File: config.mk
export PLATFORM = sky130hd
export DESIGN_NAME = line_command_interpreter_blinker
export DESIGN_NICKNAME = d
export VERILOG_FILES = /design/src/hdl/lcib_pkg.sv /design/src/hdl/lcib_parser.sv /design/src/hdl/lcib_blinker.sv /design/src/hdl/line_command_interpreter_blinker.sv
export SDC_FILE = /design/constraint.sdc
export NUM_CORES = 1
export LEC_CHECK = 0
export ABC_CLOCK_PERIOD_IN_PS = 6140
export BUFFER_PORTS_ARGS = -buffer_cell sky130_fd_sc_hd__buf_2
export CORE_MARGIN = 2
export CORE_UTILIZATION = 65
export DETAILED_ROUTE_END_ITERATION = 8
export MAX_ROUTING_LAYER = met4
export PLACE_DENSITY = 0.93
export SYNTH_ARGS = -nofsm -noshare
export SYNTH_HDL_FRONTEND = slang
export SYNTH_SLANG_ARGS = --single-unit
export TNS_END_PERCENT = 10
File: constraint.sdc
create_clock -name clk -period 6.14 [get_ports clk]
set_clock_uncertainty 0.05 [all_clocks]
set_input_delay 0.307 -clock clk [delete_from_list [all_inputs] [get_ports clk]]
set_output_delay 0.307 -clock clk [all_outputs]
set_load 0.05 [all_outputs]
File: src/hdl/lcib_pkg.sv
package lcib_pkg;

  localparam int LINE_CAPACITY_DEF = 64;

  localparam logic [15:0] PERIOD_RESET = 16'd200;

  localparam logic [7:0] CH_NUL   = 8'h00;
  localparam logic [7:0] CH_LF    = 8'h0a;
  localparam logic [7:0] CH_CR    = 8'h0d;
  localparam logic [7:0] CH_SPACE = 8'h20;
  localparam logic [7:0] CH_TAB   = 8'h09;
  localparam logic [7:0] CH_PLUS  = 8'h2b;
  localparam logic [7:0] CH_MINUS = 8'h2d;
  localparam logic [7:0] CH_0     = 8'h30;
  localparam logic [7:0] CH_9     = 8'h39;
  localparam logic [7:0] CH_O     = 8'h4f;
  localparam logic [7:0] CH_N     = 8'h4e;
  localparam logic [7:0] CH_F     = 8'h46;

  localparam logic [30:0] NUM_MAX = 31'h7fff_ffff;

  // response codes
  localparam logic [3:0] RESP_NONE        = 4'd0;
  localparam logic [3:0] RESP_LED_ON      = 4'd1;
  localparam logic [3:0] RESP_LED_OFF     = 4'd2;
  localparam logic [3:0] RESP_LED_MISSING = 4'd3;
  localparam logic [3:0] RESP_LED_BAD     = 4'd4;
  localparam logic [3:0] RESP_BLK_MISSING = 4'd5;
  localparam logic [3:0] RESP_BLK_BAD     = 4'd6;
  localparam logic [3:0] RESP_BLK_START   = 4'd7;
  localparam logic [3:0] RESP_STATUS_ON   = 4'd8;
  localparam logic [3:0] RESP_STATUS_OFF  = 4'd9;
  localparam logic [3:0] RESP_HELP        = 4'd10;
  localparam logic [3:0] RESP_UNKNOWN     = 4'd11;
  localparam logic [3:0] RESP_TOO_LONG    = 4'd12;
  localparam logic [3:0] RESP_BLK_DONE    = 4'd13;

  // command word indexes
  localparam logic [1:0] WORD_LED    = 2'd0;
  localparam logic [1:0] WORD_BLINK  = 2'd1;
  localparam logic [1:0] WORD_STATUS = 2'd2;
  localparam logic [1:0] WORD_HELP   = 2'd3;

  // command matcher: {word, matched length}, plus two reserved codes
  localparam logic [4:0] CM_START = 5'd0;
  localparam logic [4:0] CM_FAIL  = 5'd31;

  typedef struct packed {
    logic       op;
    logic [7:0] byte_value;
  } in_word_t;

  typedef struct packed {
    logic [3:0] response;
    logic       led_on;
    logic       blinking;
  } out_word_t;

  // what the parser tells the blinker about the current word
  typedef struct packed {
    logic        end_line;
    logic        overflow;
    logic        matched;
    logic [1:0]  word;
    logic        arg_none;
    logic        arg_on;
    logic        arg_off;
    logic        num_pos;
    logic [30:0] num_value;
  } line_evt_t;

  function automatic logic [2:0] cmd_len(input logic [1:0] w);
    logic [2:0] len;
    unique case (w)
      WORD_LED:    len = 3'd3;
      WORD_BLINK:  len = 3'd5;
      WORD_STATUS: len = 3'd6;
      default:     len = 3'd4;
    endcase
    return len;
  endfunction

  function automatic logic [7:0] cmd_char(input logic [1:0] w, input logic [2:0] p);
    logic [47:0] text;
    logic [7:0]  ch;
    unique case (w)
      WORD_LED:    text = {"LED",    24'd0};
      WORD_BLINK:  text = {"BLINK",   8'd0};
      WORD_STATUS: text = "STATUS";
      default:     text = {"HELP",   16'd0};
    endcase
    case (p)
      3'd0:    ch = text[47:40];
      3'd1:    ch = text[39:32];
      3'd2:    ch = text[31:24];
      3'd3:    ch = text[23:16];
      3'd4:    ch = text[15:8];
      3'd5:    ch = text[7:0];
      default: ch = 8'd0;
    endcase
    return ch;
  endfunction

endpackage

File: src/hdl/lcib_parser.sv
module lcib_parser #(
  parameter int LINE_CAPACITY = lcib_pkg::LINE_CAPACITY_DEF
) (
  input  logic                 clk,
  input  logic                 rst,
  input  logic                 fire,
  input  lcib_pkg::in_word_t   word,
  output lcib_pkg::line_evt_t  evt
);
  import lcib_pkg::*;

  localparam int LEN_W = $clog2(LINE_CAPACITY);
  localparam logic [LEN_W-1:0] LEN_LAST = LEN_W'(LINE_CAPACITY - 1);

  typedef enum logic [6:0] {
    AM_NONE  = 7'b0000001,
    AM_EMPTY = 7'b0000010,
    AM_O     = 7'b0000100,
    AM_ON    = 7'b0001000,
    AM_OF    = 7'b0010000,
    AM_OFF   = 7'b0100000,
    AM_OTHER = 7'b1000000
  } am_t;

  typedef enum logic [6:0] {
    NP_BLANK = 7'b0000001,
    NP_PLUS  = 7'b0000010,
    NP_MINUS = 7'b0000100,
    NP_DIGP  = 7'b0001000,
    NP_DIGN  = 7'b0010000,
    NP_STOPP = 7'b0100000,
    NP_STOPN = 7'b1000000
  } np_t;

  logic [LEN_W-1:0] line_length, line_length_next;
  logic [4:0]       command_match, command_match_next;
  am_t              argument_match, argument_match_next;
  logic [30:0]      number_value, number_value_next;
  np_t              number_phase, number_phase_next;
  logic             line_cut, line_cut_next;

  logic [7:0]  c;
  logic        digit, blank;
  logic [4:0]  cm_feed;
  am_t         am_feed;
  np_t         np_feed;
  logic [30:0] nv_feed;
  logic [34:0] nv_times10;

  assign c     = word.byte_value;
  assign digit = (c >= CH_0) && (c <= CH_9);
  assign blank = (c == CH_SPACE) || ((c >= CH_TAB) && (c <= CH_CR));

  // command word matcher
  always_comb begin
    cm_feed = command_match;
    if (command_match == CM_START) begin
      cm_feed = CM_FAIL;
      for (int i = 0; i < 4; i++) begin
        if (cmd_char(2'(i), 3'd0) == c) cm_feed = {2'(i), 3'd1};
      end
    end else if (command_match != CM_FAIL) begin
      if ((command_match[2:0] < cmd_len(command_match[4:3])) &&
          (cmd_char(command_match[4:3], command_match[2:0]) == c)) begin
        cm_feed = {command_match[4:3], command_match[2:0] + 3'd1};
      end else begin
        cm_feed = CM_FAIL;
      end
    end
  end

  // argument matcher and atoi
  always_comb begin
    unique case (argument_match)
      AM_EMPTY: am_feed = (c == CH_O) ? AM_O : AM_OTHER;
      AM_O:     am_feed = (c == CH_N) ? AM_ON : ((c == CH_F) ? AM_OF : AM_OTHER);
      AM_OF:    am_feed = (c == CH_F) ? AM_OFF : AM_OTHER;
      default:  am_feed = AM_OTHER;
    endcase

    unique case (number_phase) inside
      NP_BLANK: begin
        if (blank)               np_feed = NP_BLANK;
        else if (c == CH_PLUS)   np_feed = NP_PLUS;
        else if (c == CH_MINUS)  np_feed = NP_MINUS;
        else if (digit)          np_feed = NP_DIGP;
        else                     np_feed = NP_STOPP;
      end
      NP_PLUS, NP_DIGP:   np_feed = digit ? NP_DIGP : NP_STOPP;
      NP_MINUS, NP_DIGN:  np_feed = digit ? NP_DIGN : NP_STOPN;
      default:            np_feed = number_phase;
    endcase

    nv_times10 = ({4'd0, number_value} << 3) + ({4'd0, number_value} << 1)
               + {31'd0, c[3:0]};
    nv_feed = number_value;
    if (digit && ((np_feed == NP_DIGP) || (np_feed == NP_DIGN)) &&
        (number_phase != NP_STOPP) && (number_phase != NP_STOPN)) begin
      nv_feed = (nv_times10 > {4'd0, NUM_MAX}) ? NUM_MAX : nv_times10[30:0];
    end
  end

  // line state
  always_comb begin
    line_length_next    = line_length;
    command_match_next  = command_match;
    argument_match_next = argument_match;
    number_value_next   = number_value;
    number_phase_next   = number_phase;
    line_cut_next       = line_cut;
    evt.end_line        = 1'b0;
    evt.overflow        = 1'b0;

    if (!word.op && (c != CH_CR)) begin
      if ((c == CH_LF) || (line_length >= LEN_LAST)) begin
        evt.end_line        = (c == CH_LF);
        evt.overflow        = (c != CH_LF);
        line_length_next    = '0;
        command_match_next  = CM_START;
        argument_match_next = AM_NONE;
        number_value_next   = '0;
        number_phase_next   = NP_BLANK;
        line_cut_next       = 1'b0;
      end else begin
        line_length_next = line_length + LEN_W'(1);
        if (!line_cut) begin
          if (c == CH_NUL) begin
            line_cut_next = 1'b1;
          end else if (argument_match == AM_NONE) begin
            if (c == CH_SPACE) argument_match_next = AM_EMPTY;
            else               command_match_next  = cm_feed;
          end else begin
            argument_match_next = am_feed;
            number_phase_next   = np_feed;
            number_value_next   = nv_feed;
          end
        end
      end
    end

    evt.matched   = (command_match != CM_START) && (command_match != CM_FAIL) &&
                    (command_match[2:0] == cmd_len(command_match[4:3]));
    evt.word      = command_match[4:3];
    evt.arg_none  = (argument_match == AM_NONE);
    evt.arg_on    = (argument_match == AM_ON);
    evt.arg_off   = (argument_match == AM_OFF);
    evt.num_pos   = ((number_phase == NP_DIGP) || (number_phase == NP_STOPP)) &&
                    (number_value != '0);
    evt.num_value = number_value;
  end

  always_ff @(posedge clk) begin
    if (rst) begin
      line_length    <= '0;
      command_match  <= CM_START;
      argument_match <= AM_NONE;
      number_value   <= '0;
      number_phase   <= NP_BLANK;
      line_cut       <= 1'b0;
    end else if (fire) begin
      line_length    <= line_length_next;
      command_match  <= command_match_next;
      argument_match <= argument_match_next;
      number_value   <= number_value_next;
      number_phase   <= number_phase_next;
      line_cut       <= line_cut_next;
    end
  end

endmodule

File: src/hdl/lcib_blinker.sv
module lcib_blinker (
  input  logic                 clk,
  input  logic                 rst,
  input  logic                 fire,
  input  logic                 tick,
  input  lcib_pkg::line_evt_t  evt,
  input  logic [15:0]          period,
  output lcib_pkg::out_word_t  result
);
  import lcib_pkg::*;

  logic        led_level, led_level_next;
  logic        blink_active, blink_active_next;
  logic [31:0] blink_target, blink_target_next;
  logic [31:0] toggle_count, toggle_count_next;
  logic [15:0] elapsed_ms, elapsed_ms_next;

  logic [15:0] elapsed_inc;
  logic [31:0] toggle_inc;
  logic [3:0]  resp;

  assign elapsed_inc = (elapsed_ms == 16'hffff) ? elapsed_ms : elapsed_ms + 16'd1;
  assign toggle_inc  = toggle_count + 32'd1;

  always_comb begin
    led_level_next    = led_level;
    blink_active_next = blink_active;
    blink_target_next = blink_target;
    toggle_count_next = toggle_count;
    elapsed_ms_next   = elapsed_ms;
    resp              = RESP_NONE;

    if (tick) begin
      if (blink_active) begin
        if (elapsed_inc >= period) begin
          led_level_next    = !led_level;
          elapsed_ms_next   = '0;
          toggle_count_next = toggle_inc;
          if (toggle_inc >= blink_target) begin
            blink_active_next = 1'b0;
            resp              = RESP_BLK_DONE;
          end
        end else begin
          elapsed_ms_next = elapsed_inc;
        end
      end
    end else if (evt.overflow) begin
      resp = RESP_TOO_LONG;
    end else if (evt.end_line) begin
      if (!evt.matched) begin
        resp = RESP_UNKNOWN;
      end else begin
        unique case (evt.word)
          WORD_LED: begin
            if (evt.arg_none) begin
              resp = RESP_LED_MISSING;
            end else if (evt.arg_on || evt.arg_off) begin
              led_level_next    = evt.arg_on;
              blink_active_next = 1'b0;
              resp              = evt.arg_on ? RESP_LED_ON : RESP_LED_OFF;
            end else begin
              resp = RESP_LED_BAD;
            end
          end
          WORD_BLINK: begin
            if (evt.arg_none) begin
              resp = RESP_BLK_MISSING;
            end else if (!evt.num_pos) begin
              resp = RESP_BLK_BAD;
            end else begin
              blink_target_next = {evt.num_value, 1'b0};
              toggle_count_next = '0;
              elapsed_ms_next   = '0;
              blink_active_next = 1'b1;
              resp              = RESP_BLK_START;
            end
          end
          WORD_STATUS: resp = led_level ? RESP_STATUS_ON : RESP_STATUS_OFF;
          default:     resp = RESP_HELP;
        endcase
      end
    end

    result.response = resp;
    result.led_on   = led_level_next;
    result.blinking = blink_active_next;
  end

  always_ff @(posedge clk) begin
    if (rst) begin
      led_level    <= 1'b0;
      blink_active <= 1'b0;
      blink_target <= '0;
      toggle_count <= '0;
      elapsed_ms   <= '0;
    end else if (fire) begin
      led_level    <= led_level_next;
      blink_active <= blink_active_next;
      blink_target <= blink_target_next;
      toggle_count <= toggle_count_next;
      elapsed_ms   <= elapsed_ms_next;
    end
  end

endmodule

File: src/hdl/line_command_interpreter_blinker.sv
// Line command interpreter with LED blinker. Each input word is either a
// received text byte (op 0) or a one millisecond tick (op 1), and each one
// gives exactly one result word: a response code plus the LED level and
// blink flag after that word. Lines end at LF, CR is dropped, and the text
// is matched on the fly (LED ON, LED OFF, BLINK n, STATUS, HELP), so no
// line buffer is kept. A line that holds LINE_CAPACITY-1 bytes answers
// "too long" on the next byte other than CR or LF and starts over.
// cfg_write/cfg_data set the blink period in ms (reset 200); write it only
// while no word is in flight.
// Rate: one word per clock while out_stall is low. An accepted word is
// held in the input register; its result is then loaded into the result
// register, where it can be taken.
// in_stall follows out_stall combinationally when both registers are full.
module line_command_interpreter_blinker #(
  parameter int LINE_CAPACITY = lcib_pkg::LINE_CAPACITY_DEF
) (
  input  logic                clk,
  input  logic                rst,
  input  logic                in_valid,
  output logic                in_stall,
  input  lcib_pkg::in_word_t  in_data,
  output logic                out_valid,
  input  logic                out_stall,
  output lcib_pkg::out_word_t out_data,
  input  logic                cfg_write,
  input  logic [15:0]         cfg_data
);
  import lcib_pkg::*;

  // input register
  logic      in_full;
  in_word_t  in_reg;

  // result register load and the word it processes
  logic      load_out;
  logic      fire;

  logic [15:0] blink_period_ms;
  line_evt_t   evt;
  out_word_t   result;

  assign load_out = !out_valid || !out_stall;
  assign fire     = in_full && load_out;
  assign in_stall = in_full && !load_out;

  always_ff @(posedge clk) begin
    if (rst) begin
      in_full <= 1'b0;
    end else if (!in_stall) begin
      in_full <= in_valid;
    end
  end

  always_ff @(posedge clk) begin
    if (!in_stall) in_reg <= in_data;
  end

  always_ff @(posedge clk) begin
    if (rst) begin
      out_valid <= 1'b0;
    end else if (load_out) begin
      out_valid <= in_full;
    end
  end

  always_ff @(posedge clk) begin
    if (fire) out_data <= result;
  end

  // period register
  always_ff @(posedge clk) begin
    if (rst) begin
      blink_period_ms <= PERIOD_RESET;
    end else if (cfg_write) begin
      blink_period_ms <= cfg_data;
    end
  end

  // line matcher: byte words only
  lcib_parser #(
    .LINE_CAPACITY(LINE_CAPACITY)
  ) u_parser (
    .clk  (clk),
    .rst  (rst),
    .fire (fire),
    .word (in_reg),
    .evt  (evt)
  );

  // command execution and tick-driven blink sequence
  lcib_blinker u_blinker (
    .clk    (clk),
    .rst    (rst),
    .fire   (fire),
    .tick   (in_reg.op),
    .evt    (evt),
    .period (blink_period_ms),
    .result (result)
  );

  // a finished sequence is never reported as still running
  a_done_idle: assert property (@(posedge clk) disable iff (rst)
    out_valid && (out_data.response == RESP_BLK_DONE) |-> !out_data.blinking)
    else $error("blink done while blinking");

  // a started sequence is running
  a_start_runs: assert property (@(posedge clk) disable iff (rst)
    out_valid && (out_data.response == RESP_BLK_START) |-> out_data.blinking)
    else $error("blink started but not running");

  // LED ON lights the LED and stops blinking
  a_led_on: assert property (@(posedge clk) disable iff (rst)
    out_valid && (out_data.response == RESP_LED_ON) |->
      out_data.led_on && !out_data.blinking)
    else $error("LED ON result inconsistent");

  // a held result is not dropped by the pipeline
  a_out_hold: assert property (@(posedge clk) disable iff (rst)
    out_valid && out_stall |=> out_valid)
    else $error("stalled result lost");

endmodule

# Yosys cells after proc, flatten, opt, wreduce, memory -nomap -nowiden
# Cells that the tools add are included.
word_totals:
  ff_bits: 171
  inputBits: 30
  elab_cells: 244
op_classes:
  add_sub_neg: 6
  magnitude_cmp: 9
  eq_ne: 50
  muxes: 109
  bitwise: 3
  n_reduce_logical: 47
ops:
  columns: ["cell", "count"]
  rows:
  - ["$mux W32", 9]
  - ["$mux W31", 6]
  - ["$mux W16", 10]
  - ["$pmux W45 S3", 1]
  - ["$mux W7", 17]
  - ["$mux W5", 12]
  - ["$mux W8", 6]
  - ["$pmux W8 S6", 1]
  - ["$pmux W7 S3", 2]
  - ["$eq A8 B8 Y1", 5]
  - ["$mux W4", 10]
  - ["$add A34 B32 Y35", 1]
  - ["$add A35 B4 Y35", 1]
  - ["$gt A35 B31 Y1 const B", 1]
  - ["$add A32 B1 Y32 const B", 1]
  - ["$ge A32 B32 Y1", 1]
  - ["$reduce_bool A31 Y1", 1]
  - ["$mux W1", 25]
  - ["$eq A8 B6 Y1 const B", 3]
  - ["$eq A8 B7 Y1 const B", 3]
  - ["$reduce_and A8 Y1", 3]
  - ["$eq A7 B4 Y1 const B", 3]
  - ["$eq A7 B5 Y1 const B", 3]
  - ["$add A16 B1 Y16 const B", 1]
  - ["other kinds (52)", 98]

# Logic depth before layout (Yosys ltp)
# Gate-level depths: netlist of the first run.
logic_depth:
  depth_word: 17
  depth_mapped: 18
  depth_no_buf: 18

# Hierarchy
# From an unflattened synthesis of the first run, not the netlist that was laid out.
hier_totals:
  hier_cells: 1564
  hier_area_um2: 12712.2
modules_own_cells:
  columns: ["module", "instances", "cells_each", "area_per_inst_um2"]
  rows:
  - ["lcib_parser", 1, 755, 6075.8]
  - ["lcib_blinker", 1, 733, 5526.6]
  - ["line_command_interpreter_blinker", 1, 76, 1109.8]

# Worst setup path after synthesis of the first run
# OpenSTA, ideal clock, no wires.
synth_timing:
  path_kind: "flip-flop to flip-flop"
  from: "register u_blinker.elapsed_ms[2]"
  to: "register u_blinker.toggle_count[15]"
  t_arrival_ns: 3.756
  slack_ns: 2.264
  stages_incl_launch_ff: 18
  path_buffers: 1
  path_cell_list: "dfxtp_1 nand2_1 or4_1 nor3_2 nand4_2 and3_1 nor2b_1 xnor2_1 ha_1 a21o_1 a21o_1 a21oi_1 o21ai_0 a21o_1 o21ai_1 clkbuf_1 nand2_1 a21oi_1"
synth_between:
  elab_chain_cells: 5
  elab_cells_between_ends: 6
  classes_between: "add/sub: 1; order compare: 1; eq/ne: 2; mux: 1; reduce/logical: 1"
synth_rtl:
  columns: ["element", "line", "text"]
  rows:
  - ["from (decl)", "lcib_blinker.sv:16", "logic [15:0] elapsed_ms, elapsed_ms_next;"]
  - ["from (signal assigned)", "lcib_blinker.sv:101", "elapsed_ms <= elapsed_ms_next;"]
  - ["$add A16 B1 Y16 or $eq A16 B16 Y1 (tied branches)", "lcib_blinker.sv:22", "assign elapsed_inc = (elapsed_ms == 16'hffff) ? elapsed_ms : elapsed_ms + 16'd1;"]
  - ["$mux W16 (*)", "lcib_blinker.sv:22", null]
  - ["$ge A16 B16 Y1 (*)", "lcib_blinker.sv:35", "if (elapsed_inc >= period) begin"]
  - ["$ne A2 B1 Y1 (no source line) (*)", null, null]
  - ["$reduce_and A9 Y1 (no source line) (*)", null, null]
  - ["to (signal assigned)", "lcib_blinker.sv:100", "toggle_count <= toggle_count_next;"]
  - ["to (decl)", "lcib_blinker.sv:15", "logic [31:0] toggle_count, toggle_count_next;"]
# Every way passes the cells marked *; elsewhere a longest branch is shown, timed or not.
# A chain may end at the register's enable or synchronous reset.

# Final worst setup path of the first run
layout_timing:
  from: "register in_reg[3] (netlist name)"
  to: "register u_parser.number_value[20]"
layout_between:
  elab_chain_cells: 14
  elab_cells_between_ends: 40
  classes_between: "add/sub: 1; order compare: 5; eq/ne: 10; mux: 12; reduce/logical: 12"
layout_rtl:
  columns: ["element", "line", "text"]
  rows:
  - ["from (decl)", "line_command_interpreter_blinker.sv:32", "in_word_t in_reg;"]
  - ["from (signal assigned)", "line_command_interpreter_blinker.sv:55", "if (!in_stall) in_reg <= in_data;"]
  - ["branches (longest 14 deep; another with $add A35 B4 Y35)", null, null]
  - ["to (signal assigned)", "lcib_parser.sv:164", "number_value <= number_value_next;"]
  - ["to (decl)", "lcib_parser.sv:38", "logic [30:0] number_value, number_value_next;"]
# Parallel ways; which one is timed is not known. The select of a mux whose other input is x is not followed.

==> results of run 1 <==
[final cells by class]
cell class	instances	area, um^2	share of cell area [%]
Clock buffer	18	429	3.35
Clock inverter	14	138	1.07
Inverter	90	338	2.64
Multi-Input combinational cell	1123	7730	60.4
Sequential cell	171	3570	27.9
Tap cell	229	287	2.24
Timing Repair Buffer	50	308	2.40
[cells by family after synthesis]
kind of cell | Yosys count | share of synthesized area (%)
muxes | 46 | 3.86
DFF | 171 | 29.9
xor gates and xnor gates | 84 | 6.15
AOI/OAI and AO/OA | 363 | 20.5
and+or+nand+nor | 503 | 20.7
adders and majority gates | 127 | 13.4
buffers and inverters | 161 | 5.55
[final timing paths]
| kind | from | to | slack, ns |
|---|---|---|---|
| worst min register to register | u_blinker.elapsed_ms[9] | u_blinker.elapsed_ms[9] | 0.43 |
| worst min-delay path | in_valid | in_full | 0.03 |
| worst max register to register | in_reg[3] | u_parser.number_value[20] | 1.28 |
| worst max-delay path | in_reg[3] | u_parser.number_value[20] | 1.28 |
[metrics by stage]
stage | hold WS, ns | instance area, um^2 | total power [mW] | instances | worst slack, ns
final | 0.0270 | 12800 | 2.37 | 1695 | 1.28
after global routing | 0.0529 | 12800 | 2.43 | 1695 | 0.981
after CTS | 0.0207 | 12800 | 2.36 | 1695 | 1.40
after detailed placement | 0.415 | 12100 | 1.33 | 1654 | 1.54
after global placement | 0.389 | 12100 | 1.33 | 1654 | 1.68
after floorplan | 0.356 | 12000 | 1.29 | 1455 | 2.26
[cell usage in the layout (no fill, tap or decap), types with 10 or more instances in the layout]
master                        n
sky130_fd_sc_hd__dfxtp_1    156
sky130_fd_sc_hd__nand2_1    148
sky130_fd_sc_hd__nor2_1     126
sky130_fd_sc_hd__ha_1       125
sky130_fd_sc_hd__a21oi_1    123
sky130_fd_sc_hd__inv_1       88
sky130_fd_sc_hd__nand3_1     70
sky130_fd_sc_hd__o21ai_0     58
sky130_fd_sc_hd__xnor2_1     55
sky130_fd_sc_hd__mux2i_1     45
sky130_fd_sc_hd__a21o_1      36
sky130_fd_sc_hd__buf_2       36
sky130_fd_sc_hd__nor3_1      29
sky130_fd_sc_hd__xor2_1      29
sky130_fd_sc_hd__nand4_1     28
sky130_fd_sc_hd__a22oi_1     21
sky130_fd_sc_hd__clkbuf_16   17
sky130_fd_sc_hd__nor4_1      16
sky130_fd_sc_hd__o211ai_1    15
sky130_fd_sc_hd__edfxtp_1    15
sky130_fd_sc_hd__and3_1      13
sky130_fd_sc_hd__nor2b_1     10
sky130_fd_sc_hd__a22oi_2     10
[layer usage]
metal / global-route usage [%] / share of wire, % / wire [um] / vias to the layer above
met4: 12.1 / 2.9 / 897 / 0
met3: 5.02 / 8.0 / 2440 / 99
li1: - / - / - / 5230
met2: 51.1 / 47 / 14400 / 559
met1: 40.2 / 42 / 12900 / 5241
met5: - / 0 / 0 / -
[timing repair]
item                                   in CTS  in global routing
endpoints found under the hold margin       9                  0
setup buffers                               0                  0
hold buffers                                9                  0
resized for setup                           0                  0
[report_power, final]
group / switching [mW] / internal (mW)
combinational: 0.0991 / 0.0571
sequential: 0.0210 / 1.14
clock: 0.486 / 0.568
==> impl_metrics.xml, run 1 <==
<?xml version="1.0" encoding="UTF-8"?>
<metrics>
  <group name="yosys">
    <metric name="ys_seq_elements" unit="">171</metric>
    <metric name="synthArstFlopShare" unit="%">0</metric>
    <metric name="synthCells" unit="">1455</metric>
    <metric name="synth_ff_type" unit="">sky130_fd_sc_hd__dfxtp_1</metric>
    <metric name="synthesis.nets" unit="">1612</metric>
    <metric name="synth-warning-count" unit="">0</metric>
    <metric name="synth-edff-count" unit="">15</metric>
    <metric name="yosysUniqueCellTypes" unit="">86</metric>
    <metric name="synth.largest_area_cell" unit="">sky130_fd_sc_hd__dfxtp_1</metric>
    <metric name="synth_commonest_cells" unit="">156 x sky130_fd_sc_hd__dfxtp_1, 148 x sky130_fd_sc_hd__nand2_1, 126 x sky130_fd_sc_hd__nor2_1</metric>
    <metric name="synth.yosys.seq_area_share" unit="%">29.9</metric>
    <metric name="proportion_of_netlist_area_held_by_the_largest_area_contributor" unit="%">26.1</metric>
    <metric name="synth_most_common_cell" unit="">sky130_fd_sc_hd__dfxtp_1</metric>
    <metric name="netlist_top_cells_area" unit="">sky130_fd_sc_hd__dfxtp_1 26%, sky130_fd_sc_hd__ha_1 13%, sky130_fd_sc_hd__a21oi_1 5.1%</metric>
    <metric name="syn_avg_cell_area" unit="um^2">8.22</metric>
    <metric name="netlist_area" unit="mm^2">0.0120</metric>
  </group>
  <group name="cells_and_area">
    <metric name="max_flop_register" unit="">u_blinker.toggle_count</metric>
    <metric name="antennaDiodeCount" unit="">0</metric>
    <metric name="largest_register_ffs" unit="">32</metric>
    <metric name="finish.net_count" unit="">1610</metric>
    <metric name="ratio_of_cells_with_drive_above_1_in_the_final_layout" unit="%">7.57</metric>
    <metric name="layout_top_registers" unit="">u_blinker.toggle_count: 32 flops, u_blinker.blink_target: 31 flops, u_parser.number_value: 31 flops</metric>
    <metric name="area_growth" unit="%">7.05</metric>
    <metric name="postLayoutCoreUtil" unit="%">71.0</metric>
    <metric name="fillCellCount" unit="">1238</metric>
  </group>
  <group name="grt">
    <metric name="grt_max_degree" unit="">74</metric>
    <metric name="grt.overflow.total" unit="">0</metric>
    <metric name="vias_in_the_first_global_route" unit="">10559</metric>
    <metric name="gr-usage-all-layers" unit="%">31.7</metric>
    <metric name="grt_pass1_wl" unit="um">50300</metric>
    <metric name="antenna_found_initial" unit="">0</metric>
  </group>
  <group name="clocking">
    <metric name="clock_tree.htree_level_count" unit="">4</metric>
    <metric name="total_number_of_clock_tree_sinks" unit="">171</metric>
    <metric name="ctsRootBufferMaster" unit="">sky130_fd_sc_hd__clkbuf_16</metric>
    <metric name="numCtsBuffers" unit="">17</metric>
    <metric name="clock_path_buffers" unit="">2</metric>
    <metric name="path_clk_slew" unit="ns">0.07</metric>
    <metric name="clkLatencyLatePin" unit="ns">0.44</metric>
    <metric name="tritoncts" unit="">done</metric>
  </group>
  <group name="place">
    <metric name="hpwl" unit="um">20900</metric>
    <metric name="globalplace.congestion" unit="">0.968</metric>
    <metric name="numPortBuffers" unit="">37</metric>
  </group>
  <group name="status">
    <metric name="status" unit="">finished clean</metric>
  </group>
  <group name="sta">
    <metric name="finalMaxSlewViolations" unit="">0</metric>
    <metric name="final_min_period_over_clock_period" unit="%">79.1</metric>
    <metric name="fmaxAchievable" unit="MHz">206</metric>
    <metric name="setup-violations-final" unit="">0</metric>
    <metric name="timing.max_slew.rel_slack" unit="%">18.3</metric>
    <metric name="setup_tns_final" unit="ns">0</metric>
    <metric name="final-hold-violation-count" unit="">0</metric>
    <metric name="period_minus_slack" unit="ns">4.86</metric>
    <metric name="setup_repair_after_global_routing_missed_its_margin" unit="">no</metric>
    <metric name="worstMarginPinSlew" unit="ns">1.21</metric>
  </group>
  <group name="setup_path">
    <metric name="timing.critical_path.fanout_max" unit="">31</metric>
    <metric name="timing.critical_path.required" unit="ns">6.34</metric>
    <metric name="timing_worst_setup_path_type" unit="">register to register</metric>
    <metric name="worst-endpoint-arrival" unit="ns">5.06</metric>
    <metric name="timing.critical_path.buf_inv" unit="">2</metric>
    <metric name="crit_path_top_delay_cell" unit="">sky130_fd_sc_hd__o21ai_2</metric>
    <metric name="crit_path_cell_trace" unit="">inv_1, fa_1, inv_1, ha_1, a211o_1, a21oi_1, a2bb2oi_2, nand2_1, a311oi_1, xor2_1, o311ai_1, o21ai_2, nand2_1</metric>
    <metric name="timing.critical_path.slowest_cell_delay" unit="ns">0.91</metric>
    <metric name="startpoint_type_of_the_worst_setup_path" unit="">register</metric>
    <metric name="critical_path.top_delay_family" unit="">compound AO/OA/AOI/OAI gates</metric>
    <metric name="rr_worst_depth" unit="">13</metric>
    <metric name="setup.worst_path.end_class" unit="">register</metric>
    <metric name="depth_of_the_critical_timing_path_with_buffers_and_inverters_included" unit="">13</metric>
  </group>
  <group name="floorplanning">
    <metric name="die_w" unit="um">140</metric>
    <metric name="fp-row-count" unit="">49</metric>
    <metric name="start_util" unit="%">66.4</metric>
    <metric name="fp.coreArea" unit="mm^2">0.0180</metric>
    <metric name="design.die.area" unit="mm^2">0.0195</metric>
    <metric name="die_height" unit="um">140</metric>
    <metric name="top_level_ports" unit="">38</metric>
  </group>
  <group name="power_and_ir_drop">
    <metric name="power.static_leakage" unit="nW">5.77</metric>
    <metric name="ir_worst_vdd" unit="mV">0.204</metric>
    <metric name="cellPowerDensity" unit="mW/mm^2">185</metric>
  </group>
  <group name="min_path">
    <metric name="holdPathStages" unit="">2</metric>
    <metric name="hp-class" unit="">primary input to register</metric>
  </group>
  <group name="detailed_routing">
    <metric name="dr.pass1.iters" unit="">6</metric>
    <metric name="finalWirelength" unit="um">30700</metric>
    <metric name="vias" unit="">11129</metric>
    <metric name="post-route-drc-count" unit="">0</metric>
    <metric name="detail_route.wl_per_cell" unit="um">18.1</metric>
    <metric name="postRouteAntennaNets" unit="">0</metric>
    <metric name="drt-initial-drc-count" unit="">1368</metric>
    <metric name="via_per_inst" unit="">6.57</metric>
  </group>
  <group name="flow_run">
    <metric name="drv.max_cap_violation_count" unit="">0</metric>
  </group>
</metrics>
Power figures use the tool's default switching activity.
==> run 2: changes to the inputs <==
--- a/config.mk
+++ b/config.mk
@@ -5,13 +5,13 @@
 export SDC_FILE = /design/constraint.sdc
 export NUM_CORES = 1
 export LEC_CHECK = 0
-export ABC_CLOCK_PERIOD_IN_PS = 6140
+export ABC_CLOCK_PERIOD_IN_PS = 4400
 export BUFFER_PORTS_ARGS = -buffer_cell sky130_fd_sc_hd__buf_2
 export CORE_MARGIN = 2
-export CORE_UTILIZATION = 65
+export CORE_UTILIZATION = 58
 export DETAILED_ROUTE_END_ITERATION = 8
 export MAX_ROUTING_LAYER = met4
-export PLACE_DENSITY = 0.93
+export PLACE_DENSITY = 0.88
 export SYNTH_ARGS = -nofsm -noshare
 export SYNTH_HDL_FRONTEND = slang
 export SYNTH_SLANG_ARGS = --single-unit
==> constraint.sdc (replaced) <==
create_clock -name clk -period 4.4 [get_ports clk]
set_clock_uncertainty 0.05 [all_clocks]
set_input_delay 0.22 -clock clk [delete_from_list [all_inputs] [get_ports clk]]
set_output_delay 0.22 -clock clk [all_outputs]
set_load 0.05 [all_outputs]
==> run 2 against run 1 <==
Clock power grew 43%; via count is 2.0% lower; hold slack improved by 0.11 ns; combinational power up 53%; sequential cell count stayed put; global-route usage fell by 4.3 points; design area up 3.5%; first-iteration DRC count down 44%; non-clock buffer count increased by 37; clock-buffer cell count down 1.
==> impl_metrics.xml, run 2 (synthesis gave the netlist of run 1 again) <==
<?xml version="1.0" encoding="UTF-8"?>
<metrics>
  <group name="clocking">
    <metric name="total_number_of_clock_tree_sinks" unit="">171</metric>
    <metric name="clock_path_buffers" unit="">2</metric>
    <metric name="clkLatencyLatePin" unit="ns">0.45</metric>
    <metric name="ctsRootBufferMaster" unit="">sky130_fd_sc_hd__clkbuf_16</metric>
    <metric name="numCtsBuffers" unit="">17</metric>
    <metric name="tritoncts" unit="">done</metric>
    <metric name="path_clk_slew" unit="ns">0.07</metric>
    <metric name="clock_tree.htree_level_count" unit="">4</metric>
  </group>
  <group name="power_and_ir_drop">
    <metric name="sw_frac_of_total" unit="%">25.9</metric>
    <metric name="power.static_leakage" unit="nW">5.98</metric>
    <metric name="p_seq_share" unit="%">48.1</metric>
    <metric name="clkPwrFrac" unit="%">44.8</metric>
    <metric name="cellPowerDensity" unit="mW/mm^2">253</metric>
    <metric name="ir_worst_vdd" unit="mV">0.213</metric>
    <metric name="p_int" unit="mW">2.49</metric>
    <metric name="net-switching-power" unit="mW">0.867</metric>
    <metric name="comb_power_share" unit="%">7.1</metric>
  </group>
  <group name="sta">
    <metric name="timing.max_slew.rel_slack" unit="%">26.0</metric>
    <metric name="worstMarginPinSlew" unit="ns">1.10</metric>
    <metric name="final_min_period_over_clock_period" unit="%">93.6</metric>
    <metric name="finalMaxSlewViolations" unit="">0</metric>
    <metric name="fmaxAchievable" unit="MHz">243</metric>
    <metric name="period_minus_slack" unit="ns">4.12</metric>
    <metric name="setup-violations-final" unit="">0</metric>
    <metric name="setup_repair_after_global_routing_missed_its_margin" unit="">no</metric>
    <metric name="setup_tns_final" unit="ns">0</metric>
    <metric name="final-hold-violation-count" unit="">0</metric>
  </group>
  <group name="floorplanning">
    <metric name="fp-row-count" unit="">52</metric>
    <metric name="top_level_ports" unit="">38</metric>
    <metric name="fp.coreArea" unit="mm^2">0.0202</metric>
    <metric name="die_w" unit="um">148</metric>
    <metric name="design.die.area" unit="mm^2">0.0218</metric>
    <metric name="die_height" unit="um">148</metric>
    <metric name="start_util" unit="%">59.1</metric>
  </group>
  <group name="cells_and_area">
    <metric name="most_common_cell_after_layout_fill_and_taps_aside" unit="">sky130_fd_sc_hd__dfxtp_1</metric>
    <metric name="mostFrequentLayoutCells" unit="">152 x sky130_fd_sc_hd__dfxtp_1, 148 x sky130_fd_sc_hd__nand2_1, 125 x sky130_fd_sc_hd__nor2_1, 125 x sky130_fd_sc_hd__ha_1, 123 x sky130_fd_sc_hd__a21oi_1</metric>
    <metric name="largest_register_ffs" unit="">32</metric>
    <metric name="area_growth" unit="%">10.8</metric>
    <metric name="antennaDiodeCount" unit="">0</metric>
    <metric name="max_flop_register" unit="">u_blinker.toggle_count</metric>
    <metric name="layout_top_registers" unit="">u_blinker.toggle_count: 32 flops, u_blinker.blink_target: 31 flops, u_parser.number_value: 31 flops</metric>
    <metric name="ratio_of_cells_with_drive_above_1_in_the_final_layout" unit="%">9.25</metric>
    <metric name="postLayoutCoreUtil" unit="%">65.5</metric>
    <metric name="finish.net_count" unit="">1647</metric>
    <metric name="final-instance-count-excl-fill" unit="">1773</metric>
  </group>
  <group name="min_path">
    <metric name="hp-class" unit="">primary input to register</metric>
    <metric name="hold_path_end" unit="">out_valid</metric>
    <metric name="holdPathStages" unit="">2</metric>
    <metric name="worstHoldStart" unit="">rst</metric>
  </group>
  <group name="detailed_routing">
    <metric name="vias" unit="">10910</metric>
    <metric name="dr.pass1.iters" unit="">5</metric>
    <metric name="detail_route.wl_per_cell" unit="um">16.3</metric>
    <metric name="drt-initial-drc-count" unit="">772</metric>
    <metric name="finalWirelength" unit="um">29000</metric>
    <metric name="postRouteAntennaNets" unit="">0</metric>
    <metric name="post-route-drc-count" unit="">0</metric>
    <metric name="via_per_inst" unit="">6.15</metric>
  </group>
  <group name="setup_path">
    <metric name="r2r_slack" unit="ns">0.28</metric>
    <metric name="crit_path_cell_trace" unit="">nand2_1, or4_4, nor3_4, nand4_2, and3_1, and2_1, nand3_1, xnor2_1, ha_1, a211oi_1, o21ai_0, a211o_1, nor2_2, nand3b_1, a21oi_1</metric>
    <metric name="crit_path_top_delay_cell" unit="">sky130_fd_sc_hd__or4_4</metric>
    <metric name="timing.critical_path.buf_inv" unit="">0</metric>
    <metric name="worst_r2r_endpoint" unit="">u_blinker.elapsed_ms[11]</metric>
    <metric name="regToRegStartpoint" unit="">u_blinker.elapsed_ms[2]</metric>
    <metric name="timing.critical_path.fanout_max" unit="">10</metric>
    <metric name="startpoint_type_of_the_worst_setup_path" unit="">register</metric>
    <metric name="timing.critical_path.slowest_cell_delay" unit="ns">0.53</metric>
    <metric name="timing.critical_path.required" unit="ns">4.71</metric>
    <metric name="critical_path.top_delay_family" unit="">simple AND/OR/NAND/NOR gates</metric>
    <metric name="worst-endpoint-arrival" unit="ns">4.43</metric>
    <metric name="setup.worst_path.end_class" unit="">register</metric>
    <metric name="timing_worst_setup_path_type" unit="">register to register</metric>
    <metric name="rr_worst_depth" unit="">15</metric>
  </group>
  <group name="place">
    <metric name="globalplace.congestion" unit="">0.941</metric>
    <metric name="placed_cell_count" unit="">1713</metric>
    <metric name="hpwl" unit="um">20500</metric>
    <metric name="numPortBuffers" unit="">37</metric>
  </group>
  <group name="grt">
    <metric name="antenna_found_initial" unit="">0</metric>
    <metric name="gr-usage-all-layers" unit="%">27.4</metric>
    <metric name="grt_pass1_wl" unit="um">48300</metric>
    <metric name="grt.overflow.total" unit="">0</metric>
    <metric name="vias_in_the_first_global_route" unit="">10151</metric>
    <metric name="grt_max_degree" unit="">73</metric>
  </group>
  <group name="status">
    <metric name="status" unit="">finished clean</metric>
  </group>
  <group name="flow_run">
    <metric name="drv.max_cap_violation_count" unit="">0</metric>
  </group>
</metrics>
run 2: per-stage QoR:
step	area, um^2	total power [mW]	hold WS (ns)	worst slack, ns
5_1_grt	13200	3.45	0.144	0.0348
3_5_place_dp	12400	1.86	0.348	0.152
2_1_floorplan	12000	1.80	0.269	0.524
4_1_cts	13200	3.35	0.122	0.0424
3_3_place_gp	12400	1.85	0.347	0.379
6_report	13200	3.35	0.133	0.283
run 2: worst max-delay path by stage:
| stage | cells after the start | slack, ns | endpoint | start |
|---|---|---|---|---|
| after detailed placement | 16 | 0.15 | u_blinker.elapsed_ms[11] | u_blinker.elapsed_ms[2] |
| after floorplan | 17 | 0.52 | u_blinker.toggle_count[15] | u_blinker.elapsed_ms[2] |
| after global placement | 16 | 0.38 | u_blinker.elapsed_ms[9] | u_blinker.elapsed_ms[3] |
| final | 15 | 0.28 | u_blinker.elapsed_ms[11] | u_blinker.elapsed_ms[2] |
| after CTS | 16 | 0.04 | u_blinker.elapsed_ms[11] | u_blinker.elapsed_ms[3] |
| after global routing | 17 | 0.03 | u_blinker.toggle_count[23] | u_blinker.elapsed_ms[2] |
run 2: worst register-to-register path, stage by stage, from the launching register on:
cell	delay, ns
sky130_fd_sc_hd__dfxtp_2	0.38
sky130_fd_sc_hd__nand2_1	0.12
sky130_fd_sc_hd__or4_4	0.53
sky130_fd_sc_hd__nor3_4	0.24
sky130_fd_sc_hd__nand4_2	0.14
sky130_fd_sc_hd__and3_1	0.26
sky130_fd_sc_hd__and2_1	0.21
sky130_fd_sc_hd__nand3_1	0.15
sky130_fd_sc_hd__xnor2_1	0.14
sky130_fd_sc_hd__ha_1	0.26
sky130_fd_sc_hd__a211oi_1	0.19
sky130_fd_sc_hd__o21ai_0	0.24
sky130_fd_sc_hd__a211o_1	0.46
sky130_fd_sc_hd__nor2_2	0.36
sky130_fd_sc_hd__nand3b_1	0.14
sky130_fd_sc_hd__a21oi_1	0.19
run 2: timing repair:
item / in CTS / in global routing
hold endpoints to repair: 27 / 0
buffers inserted: 0 / 1
setup endpoints to repair: 0 / 47
hold buffers: 27 / 0
resized for setup: 0 / 11
run 2: routing by layer:
metal / global-route usage (%) / wire length [um] / vias up / part of all wire (%)
li1: - / - / 5329 / -
met1: 35.5 / 13000 / 5118 / 45
met2: 44.3 / 13600 / 402 / 47
met3: 3.27 / 1590 / 61 / 5.5
met4: 9.62 / 750 / 0 / 2.6
met5: - / 0 / - / 0
run 2: power by group through the flow:
| stage | Sequential [mW] | Combinational, mW | Clock, mW |
|---|---|---|---|
| 6_report | 1.61 | 0.239 | 1.50 |
| 4_1_cts | 1.61 | 0.233 | 1.50 |
| 3_5_place_dp | 1.65 | 0.213 | 0 |
| 2_1_floorplan | 1.65 | 0.154 | 0 |
| 3_3_place_gp | 1.65 | 0.207 | 0 |
| 5_1_grt | 1.61 | 0.260 | 1.57 |
run 2: cell type report:
type                            instances  area, um^2
Multi-Input combinational cell       1123        7760
Fill cell                            1543        6990
Sequential cell                       171        3580
Timing Repair Buffer                   87         656
Clock buffer                           17         425
Inverter                               90         338
Tap cell                              270         338
Clock inverter                         15         158
